### config.mk
export PLATFORM = sky130hd
export DESIGN_NAME = pbct_box_cell
export DESIGN_NICKNAME = d
export VERILOG_FILES = /design/src/sv/pbct_pkg.sv /design/src/sv/pbct_box_cell.sv
export SDC_FILE = /design/constraint.sdc
export NUM_CORES = 1
export LEC_CHECK = 0
export BUFFER_PORTS_ARGS = -buffer_cell sky130_fd_sc_hd__buf_4
export CELL_PAD_IN_SITES_DETAIL_PLACEMENT = 1
export CELL_PAD_IN_SITES_GLOBAL_PLACEMENT = 2
export CORE_MARGIN = 2
export CORE_UTILIZATION = 34
export DETAILED_ROUTE_END_ITERATION = 7
export GPL_TIMING_DRIVEN = 0
export HOLD_SLACK_MARGIN = 0.03
export PLACE_DENSITY_LB_ADDON = 0.15
export SLEW_MARGIN = 20
export SYNTH_ARGS = -nofsm -noshare
export SYNTH_HDL_FRONTEND = slang
export SYNTH_SLANG_ARGS = --single-unit
### constraint.sdc
create_clock -name clock -period 10.7 [get_ports clock]
set_input_delay 0 -clock clock [delete_from_list [all_inputs] [get_ports clock]]
set_output_delay 0 -clock clock [all_outputs]
set_load 0.02 [all_outputs]
### src/sv/pbct_pkg.sv
// ----------------------------------------------------------------------------
// pbct_pkg - shared definitions for the point box cull / transform block
// Holds the field widths, the request codes and the transaction structs that
// travel along the box cell chain and out of the transform unit.
// ----------------------------------------------------------------------------
package pbct_pkg;

   // Fixed field widths
   localparam int WORD_BITS  = 32;
   localparam int SLOT_BITS  = 4;
   localparam int COLOR_BITS = 8;
   localparam int FRAC_BITS  = 16;

   // Sizing of the box chain and of the saturation range
   localparam int BOX_SLOTS    = 16;
   localparam int COORD_BITS   = 32;
   localparam int CELL_ID_BITS = (BOX_SLOTS > (1 << SLOT_BITS)) ? $clog2(BOX_SLOTS) : SLOT_BITS;

   // Affine coefficient layout: row-major, three matrix terms then offset
   localparam int NUM_COEF        = 12;
   localparam int NUM_ROWS        = 3;
   localparam int COEF_ROW_STRIDE = 4;
   localparam int OFFSET_COL      = 3;
   localparam int COEF_XX         = 0;
   localparam int COEF_YY         = 5;
   localparam int COEF_ZZ         = 10;
   localparam logic signed [WORD_BITS-1:0] ONE_Q16 = WORD_BITS'(1 << FRAC_BITS);

   // Arithmetic widths of the transform
   localparam int PROD_BITS = 2 * WORD_BITS;
   localparam int SUM_BITS  = PROD_BITS + 2;
   localparam int ACC_BITS  = 52;

   typedef enum logic [1:0] {
      REQ_POINT       = 2'd0,
      REQ_BOX_WRITE   = 2'd1,
      REQ_BOX_DISABLE = 2'd2,
      REQ_COEF_WRITE  = 2'd3
   } req_kind_type;

   typedef struct packed {
      logic                          valid;
      req_kind_type                  kind;
      logic signed [WORD_BITS-1:0]   x;
      logic signed [WORD_BITS-1:0]   y;
      logic signed [WORD_BITS-1:0]   z;
      logic signed [WORD_BITS-1:0]   cx;
      logic signed [WORD_BITS-1:0]   cy;
      logic signed [WORD_BITS-1:0]   cz;
      logic [COLOR_BITS-1:0]         r;
      logic [COLOR_BITS-1:0]         g;
      logic [COLOR_BITS-1:0]         b;
      logic [SLOT_BITS-1:0]          slot;
      logic                          last;
      logic                          drop;
   } item_type;

   typedef struct packed {
      logic signed [WORD_BITS-1:0]   x;
      logic signed [WORD_BITS-1:0]   y;
      logic signed [WORD_BITS-1:0]   z;
      logic [COLOR_BITS-1:0]         r;
      logic [COLOR_BITS-1:0]         g;
      logic [COLOR_BITS-1:0]         b;
      logic [WORD_BITS-1:0]          index;
      logic                          kept;
      logic                          cloud_end;
      logic                          sat;
   } result_type;

endpackage

### src/sv/pbct_box_cell.sv
// ----------------------------------------------------------------------------
// pbct_box_cell - one deletion box of the culling chain
// Holds one box and its enable, tests each passing point against it and
// takes box writes and box disables addressed to its own slot.
// ----------------------------------------------------------------------------
module pbct_box_cell (
   input  logic                                 clock,
   input  logic                                 reset,
   input  logic                                 adv,
   input  logic [pbct_pkg::CELL_ID_BITS-1:0]    cell_id,
   input  pbct_pkg::item_type                   item_in,
   output pbct_pkg::item_type                   item_out
);
   import pbct_pkg::*;

   logic signed [WORD_BITS-1:0] min_x_ff, min_y_ff, min_z_ff;
   logic signed [WORD_BITS-1:0] max_x_ff, max_y_ff, max_z_ff;
   logic                        en_ff;
   item_type                    item_ff;
   item_type                    item_in_next;
   logic                        slot_hit;
   logic                        in_box;
   logic                        box_wr;

   assign slot_hit = (CELL_ID_BITS'(item_in.slot) == cell_id);
   assign box_wr   = item_in.valid && slot_hit && (item_in.kind == REQ_BOX_WRITE);

   assign in_box = en_ff &&
                   (item_in.x >= min_x_ff) && (item_in.x <= max_x_ff) &&
                   (item_in.y >= min_y_ff) && (item_in.y <= max_y_ff) &&
                   (item_in.z >= min_z_ff) && (item_in.z <= max_z_ff);

   always_comb begin
      item_in_next      = item_in;
      item_in_next.drop = item_in.drop || ((item_in.kind == REQ_POINT) && in_box);
   end

   always_ff @(posedge clock) begin
      if (reset) begin
         en_ff         <= 1'b0;
         item_ff.valid <= 1'b0;
      end else if (adv) begin
         item_ff <= item_in_next;
         if (item_in.valid && slot_hit) begin
            case (item_in.kind)
               REQ_BOX_WRITE:   en_ff <= 1'b1;
               REQ_BOX_DISABLE: en_ff <= 1'b0;
               default:         en_ff <= en_ff;
            endcase
         end
      end
   end

   // Box bounds: order each corner pair on the way in
   always_ff @(posedge clock) begin
      if (adv && box_wr) begin
         min_x_ff <= (item_in.x > item_in.cx) ? item_in.cx : item_in.x;
         max_x_ff <= (item_in.x > item_in.cx) ? item_in.x  : item_in.cx;
         min_y_ff <= (item_in.y > item_in.cy) ? item_in.cy : item_in.y;
         max_y_ff <= (item_in.y > item_in.cy) ? item_in.y  : item_in.cy;
         min_z_ff <= (item_in.z > item_in.cz) ? item_in.cz : item_in.z;
         max_z_ff <= (item_in.z > item_in.cz) ? item_in.z  : item_in.cz;
      end
   end

   assign item_out = item_ff;

endmodule

==> results of run 1 <==
[through the flow]
stage / instances / instance area, um2 / utilization [%] / power [mW] / setup slack [ps]
global placement: 2975 / 26800 / 41.5 / 2.63 / 1580
finish: 3312 / 31100 / 48.2 / 4.49 / 7580
global route: 3312 / 31100 / 48.2 / 4.67 / 7400
detailed placement: 2988 / 27100 / 41.9 / 2.64 / 7450
floorplan: 1664 / 22300 / - / 2.33 / 4430
CTS: 3309 / 31100 / 48.2 / 4.55 / 7540
[state kept, by name, summed over array words and instances (netlist names)]
name	count
item_out	225
min_z_ff	32
min_y_ff	32
max_z_ff	32
en_ff	1
max_y_ff	32
min_x_ff	32
max_x_ff	32
[routing by layer]
metal | part of all wire [%] | global-route usage [%]
met1 | 42 | 23.1
met2 | 51 | 34.1
met3 | 4.4 | 3.61
met4 | 1.6 | 4.15
met5 | 0.020 | 0
[worst max-delay path, stage by stage]
cell and delay, ps:
dlygate4sd3_1 580, buf_4 180, ha_1 310, nand4_1 150
or3_1 450, nor2_1 340, o31a_1 260, o21ai_0 140
a22oi_4 420, buf_6 250, mux2_2 340
[worst paths after layout]
| path | from | to | slack (ps) | cells after the start |
|---|---|---|---|---|
| min reg2reg | en_ff | en_ff | 550 | 2 |
| max | item_in[155] | min_z_ff[20] | 7580 | 11 |
| max reg2reg | min_z_ff[14] | item_out[0] | 7790 | 9 |
| min | cell_id[1] | en_ff | 60 | 5 |
[cell type report]
type,instances,area [um2]
antenna,3,7.51
buffer,19,173
clock buffer,56,1290
clock inverter,37,440
fill,6700,33500
inverter,293,1100
multi-input combinational,934,8490
sequential,418,12500
tap,855,1070
timing repair buffer,697,6000
[cells in the mapped netlist (6+ instances only)]
library cell  instances
a2111oi_0             6
a211oi_1              9
a21o_1               54
a21oi_1              90
buf_2                 6
buf_6                12
edfxtp_1            416
ha_1                291
inv_1               293
mux2_1               11
mux2_2              182
nand2_1              47
nand3_1              16
nand4_1              57
nor2_1               32
nor2b_1              12
nor3_1               10
nor4_1                9
o211ai_1             10
o21a_1                7
o21ai_0              31
[power by group through the flow]
| stage | Combinational [mW] | Sequential (mW) | Clock [mW] |
|---|---|---|---|
| global route | 0.837 | 1.92 | 1.92 |
| CTS | 0.775 | 1.91 | 1.87 |
| global placement | 0.676 | 1.95 | 0 |
| finish | 0.763 | 1.91 | 1.81 |
| floorplan | 0.306 | 2.03 | 0 |
| detailed placement | 0.702 | 1.94 | 0 |
[cell usage in the layout (no fill, tap or decap), types with 6 or more instances in the layout]
cell type | netlist | layout
buf_12 | 0 | 9
clkinv_2 | 0 | 8
clkinv_1 | 0 | 12
nor2_1 | 32 | 32
dlygate4sd3_1 | 0 | 228
o21ai_0 | 31 | 31
a21oi_1 | 90 | 90
buf_2 | 6 | 6
clkbuf_16 | 0 | 51
o211ai_1 | 10 | 10
a21o_1 | 54 | 54
bufinv_16 | 0 | 10
a2111oi_0 | 6 | 6
nor2b_1 | 12 | 11
nand4_1 | 57 | 57
nor3_1 | 10 | 10
inv_1 | 293 | 293
edfxtp_1 | 416 | 416
buf_6 | 12 | 12
mux2_1 | 11 | 11
a211oi_1 | 9 | 9
ha_1 | 291 | 291
mux2_2 | 182 | 182
nand2_1 | 47 | 47
nand3_1 | 16 | 16
o21a_1 | 7 | 7
nor4_1 | 9 | 9
buf_4 | 1 | 457
[repair_timing]
action                                 in CTS  in global routing
endpoints found under the hold margin     463                  0
buffers inserted                            0                  0
hold buffers                              228                  0
[kinds of logic after synthesis]
kind of cell               share of synthesized area [%]
and+or+nand+nor                                     4.94
adders and majority gates                           16.3
buffers and inverters                               5.71
DFF                                                 56.2
AOI/OAI and AO/OA                                   6.92
muxes                                               9.80
xor gates and xnor gates                          0.0786
==> qor.json, run 1 <==
{
  "run_status": {
    "run_status": "completed"
  },
  "power_and_ir_drop": {
    "power_density_nw_per_um2": 144,
    "cellInternalPower_mw": 3.38,
    "p_sw_share_pct": 24.6,
    "portion_of_total_power_attributed_to_sequential_cells_pct": 42.6,
    "cellLeakagePower_nw": 13.6,
    "ir_worst_vdd_v": 0.000114,
    "switching_power_mw": 1.10,
    "p_clk_share_pct": 40.4,
    "power.combinational.fraction_pct": 17.0
  },
  "global_routing": {
    "grt_pass1_vias": 17485,
    "global_route.overflow_total": 0,
    "global_route.usage.total_pct": 18.8,
    "wire_length_of_the_first_global_routing_pass_um": 99300,
    "antenna_found_initial": 6,
    "grt_max_degree": 52
  },
  "timing": {
    "timing.fmax_mhz": 320,
    "fin_setup_tns_ps": 0,
    "finalClockSkew_ps": 18.2,
    "maxSlewViolCount": 0,
    "slew-limit-headroom_pct": 51.7,
    "final-setup-viol-count": 0,
    "timing_worst_slew_pin_value_ps": 707,
    "unrepaired_setup_endpoints_after_global_routing": "no",
    "layout_worst_path_cycle_share_pct": 29.2,
    "fin_hold_ws_ps": 59.2,
    "final_period_minus_worst_setup_slack_ps": 3120,
    "finalHoldViolCount": 0
  },
  "setup_path": {
    "crit_required_ps": 11020,
    "worstPathArrival_ps": 3440,
    "largest_fanout_on_the_critical_path": 10,
    "startpoint_type": "input port",
    "critical_path_class": "input port to flop",
    "crit_path_end_kind": "flop"
  },
  "floorplanning": {
    "std_cell_rows": 93,
    "die_w_um": 260,
    "core-area_um2": 64600,
    "die_height_um": 260,
    "fp.dieArea_um2": 67600,
    "initial_utilization_pct": 34.5,
    "boundaryPins": 457
  },
  "clock_network": {
    "max-clock-path-buffers": 3,
    "insertion_delay_ps": 580,
    "clkSinkCount": 418,
    "cts_tree": "done",
    "post_cts.resized_instances": 0,
    "path_clk_slew_ps": 60,
    "root_buffer_selected_by_cts": "clkbuf_16",
    "cts_htree_levels": 2,
    "cts_inserted_buffers": 51
  },
  "routing": {
    "dr_total_vias": 15844,
    "drc_violations_left": 0,
    "detail_route.first_pass.iterations": 6,
    "route.final.wire_length_um": 64000,
    "wl_per_cell_um": 19.3,
    "final_antenna_net_count": 0,
    "initialDrtViolationCount": 441,
    "vias_per_cell": 4.78
  },
  "synthesis": {
    "synth-warning-count": 0,
    "synthDominantAreaCellType": "edfxtp_1",
    "synth_ff_type": "edfxtp_1",
    "number_of_enable_flip_flop_cells_after_synthesis": 416,
    "synth.distinct_cells": 53,
    "ys_seq_elements": 418,
    "synth-async-reset-ratio_pct": 0,
    "netlist_area_um2": 22300,
    "post_synth_main_area_contributors": "edfxtp_1, ha_1, mux2_2",
    "postSynthCellCount": 1664,
    "synthesis.area_per_instance_um2": 13.4,
    "synthesis.nets": 2187,
    "synth_largest_type_area_fraction_pct": 56.0,
    "yosysSeqAreaShare_pct": 56.2
  },
  "place": {
    "place.port_buffers": 456,
    "gp_congestion": 0.760,
    "post-dp-hpwl_um": 46500
  },
  "cells_and_area": {
    "layout-drive-gt1-share_pct": 30.8,
    "design.final.nets": 2937,
    "flow.area_growth_from_synthesis_pct": 39.6
  },
  "run": {
    "max-cap-violations": 0
  },
  "min_path": {
    "min_path_type": "input port to flop"
  }
}
Power figures use the tool's default switching activity.
==> run 2: changes to the inputs <==
Clock period 10.7 ns to 2.6 ns, I/O delays scaled along.
==> run 2 against run 1 <==
Clock skew is 2.6 ps higher. Critical path depth is 2 higher. First-iteration DRC count is 31% higher. Cell area is 2.8% higher. Sequential power grew to 4.1 times the previous value. Via count is 2.4% higher. Global-route usage is 1.1 points higher. Power grew to 4.2 times the previous value. Setup slack worse by 7500 ps. Largest power group unchanged. Register-to-register slack worse by 7800 ps. Clock-buffer cell count is 1 lower.
==> qor.json, run 2 (same netlist as run 1, synthesis figures left out) <==
{
  "clock_network": {
    "root_buffer_selected_by_cts": "clkbuf_16",
    "cts_htree_levels": {"value": 2, "change": "unchanged"},
    "path_clk_slew": {"value": 60, "unit": "ps", "change": "about the same"},
    "insertion_delay": {"value": 610, "unit": "ps", "change": "+30 ps"},
    "max-clock-path-buffers": {"value": 3, "change": "unchanged"},
    "clkSinkCount": {"value": 418, "change": "unchanged"},
    "cts_inserted_buffers": {"value": 50, "change": "-2.0%"},
    "cts_tree": "done"
  },
  "power_and_ir_drop": {
    "ir_worst_vdd": {"value": 0.000401, "unit": "V", "change": "+250%"},
    "p_sw_share": {"value": 25.4, "unit": "%", "change": "+0.82 points"},
    "power_density": {"value": 586, "unit": "nW/um2", "change": "+310%"},
    "switching_power": {"value": 4.76, "unit": "mW", "change": "+330%"},
    "total_design_power": {"value": 18.7, "unit": "mW", "change": "+320%"},
    "power.combinational.fraction": {"value": 18.8, "unit": "%", "change": "+1.8 points"},
    "p_clk_share": {"value": 39.2, "unit": "%", "change": "-1.2 points"},
    "portion_of_total_power_attributed_to_sequential_cells": {"value": 42.0, "unit": "%", "change": "-0.6 points"},
    "cellInternalPower": {"value": 14.0, "unit": "mW", "change": "+310%"},
    "cellLeakagePower": {"value": 14.0, "unit": "nW", "change": "+2.6%"}
  },
  "run_status": {
    "run_status": "completed"
  },
  "cells_and_area": {
    "design.final.nets": {"value": 2968, "change": "+1.1%"},
    "layout-drive-gt1-share": {"value": 33.5, "unit": "%", "change": "+2.8 points"},
    "finish.utilization": {"value": 49.5, "unit": "%", "change": "+1.3 points"},
    "flow.area_growth_from_synthesis_pct": 43.4,
    "finalNonFillerCells": {"value": 3345, "change": "+1.0%"},
    "largest_register_ffs": {"value": 225, "change": "unchanged"},
    "layout.cells.most_common": "buf_4",
    "mostFrequentLayoutCells": "buf_4, edfxtp_1, inv_1"
  },
  "floorplanning": {
    "std_cell_rows": {"value": 93, "change": "unchanged"},
    "core-area": {"value": 64600, "unit": "um2", "change": "unchanged"},
    "initial_utilization": {"value": 34.5, "unit": "%", "change": "unchanged"},
    "boundaryPins": {"value": 457, "change": "unchanged"},
    "fp.dieArea": {"value": 67600, "unit": "um2", "change": "unchanged"},
    "die_height": {"value": 260, "unit": "um", "change": "unchanged"},
    "die_w": {"value": 260, "unit": "um", "change": "unchanged"}
  },
  "routing": {
    "vias_per_cell": {"value": 4.85, "change": "+1.4%"},
    "wl_per_cell": {"value": 20.7, "unit": "um", "change": "+7.0%"},
    "route.final.wire_length": {"value": 69200, "unit": "um", "change": "+8.1%"},
    "detail_route.first_pass.iterations": {"value": 4, "change": "-2"},
    "final_antenna_net_count": {"value": 0, "change": "unchanged"},
    "drc_violations_left": {"value": 0, "change": "unchanged"},
    "initialDrtViolationCount": {"value": 578, "change": "+31%"},
    "dr_total_vias": {"value": 16220, "change": "+2.4%"}
  },
  "timing": {
    "timing.fmax_mhz": 390,
    "layout_worst_path_cycle_share_pct": 98.7,
    "slew-limit-headroom": {"value": 55.9, "unit": "%", "change": "+4.2 points"},
    "unrepaired_setup_endpoints_after_global_routing": "yes",
    "timing_worst_slew_pin_value": {"value": 655, "unit": "ps", "change": "-51.5 ps"},
    "maxSlewViolCount": {"value": 0, "change": "unchanged"},
    "finalClockSkew": {"value": 20.8, "unit": "ps", "change": "+2.58 ps"},
    "final_period_minus_worst_setup_slack_ps": 2570,
    "finalHoldViolCount": {"value": 0, "change": "unchanged"},
    "final-setup-viol-count": {"value": 0, "change": "unchanged"}
  },
  "setup_path": {
    "timing.critical_path.mode_cell": "a21o_1",
    "cell_with_the_largest_stage_delay_on_the_worst_path": "dlygate4sd3_1",
    "path_cells": "dlygate4sd3_1 > buf_4 > ha_1 > a21o_1 > a21o_1 > a21oi_2 > o21ai_1 > o21bai_4 > or3_4 > a22oi_4 > buf_8 > clkbuf_16 > mux2_2",
    "critical_path_class": "input port to flop",
    "largest_fanout_on_the_critical_path": {"value": 6, "change": "-4"},
    "worstPathArrival": {"value": 2910, "unit": "ps", "change": "-530 ps"},
    "crit_path_end_kind": "flop",
    "crit_required": {"value": 2940, "unit": "ps", "change": "-8080 ps"},
    "startpoint_type": "input port",
    "crit_path_max_incr_delay": {"value": 540, "unit": "ps", "change": "-40 ps"}
  },
  "global_routing": {
    "grt_max_degree": {"value": 50, "change": "-3.8%"},
    "global_route.overflow_total": {"value": 0, "change": "unchanged"},
    "global_route.usage.total": {"value": 19.9, "unit": "%", "change": "+1.1 points"},
    "wire_length_of_the_first_global_routing_pass": {"value": 103000, "unit": "um", "change": "+3.7%"},
    "grt_pass1_vias": {"value": 17454, "change": "-0.18%"},
    "antenna_found_initial": {"value": 6, "change": "unchanged"}
  },
  "run": {
    "max-cap-violations": {"value": 0, "change": "unchanged"}
  },
  "min_path": {
    "min_path_type": "input port to flop"
  },
  "place": {
    "place.port_buffers": {"value": 456, "change": "unchanged"},
    "gp_congestion": {"value": 0.772, "change": "+1.6%"},
    "dp_cells": {"value": 2988, "change": "unchanged"},
    "post-dp-hpwl": {"value": 46100, "unit": "um", "change": "-0.75%"}
  }
}
## run 2: metal layers
metal | global-route usage (%) | share of wire [%] | wire length [um] | vias to the layer above
met2 | 35.5 | 51 | 35200 | 346
met1 | 24.6 | 42 | 29200 | 8026
met4 | 5.20 | 2.3 | 1610 | 2
met5 | 0 | 0.019 | 13 | -
met3 | 3.82 | 4.5 | 3110 | 99
li1 | - | - | - | 7747
## run 2: path summary, 6_finish.rpt
| check | start | to | slack, ps | cells after the start |
|---|---|---|---|---|
| setup / recovery | item_in[142] | min_z_ff[25] | 30 | 13 |
| hold / removal | item_in[4] | en_ff | 90 | 5 |
| hold reg to reg | en_ff | en_ff | 550 | 2 |
| setup reg to reg | min_z_ff[3] | item_out[0] | 40 | 9 |
## run 2: layout make-up
type,instances,area [um2]
antenna,4,10.0
fill,6657,32600
sequential,418,12500
inverter,293,1100
tap,855,1070
buffer,19,288
clock inverter,38,408
timing repair buffer,729,6440
multi-input combinational,934,8830
clock buffer,55,1290
## run 2: power groups by stage
stage                     Combinational (mW)  Clock [mW]  Sequential (mW)
final                                   3.52        7.34             7.86
after global routing                    3.82        7.76             7.88
after CTS                               3.25        7.54             7.86
after detailed placement                2.88           0             8.00
after global placement                  2.78           0             8.02
after floorplan                         1.26           0             8.32
## run 2: critical path, delay by kind of cell
kind | cells | cell delay [ps]
adder cells (fa/ha/maj) | 1 | 170
AO/OA/AOI/OAI | 6 | 970
AND/OR/NAND/NOR | 1 | 380
multiplexers | 1 | 330
buffers and inverters | 4 | 1050
## run 2: timing repair
action	in CTS	in global routing
endpoints found under the hold margin	473	13
gates cloned	0	9
gates resized for setup	30	84
buffers inserted	7	12
pin swaps	11	20
setup endpoints to repair	2	260
hold buffers	228	6
## run 2: through the flow
step           cell area [um2]  setup WS (ps)  setup TNS [ps]  hold WS (ps)
5_1_grt                  32000           -146           -1010           107
3_5_place_dp             27100           -643          -92540           179
2_1_floorplan            22300          -1190         -265740          69.1
6_report                 32000           33.7               0          86.9
3_3_place_gp             26800          -2790         -922610           178
4_1_cts                  31300           2.23               0          79.4
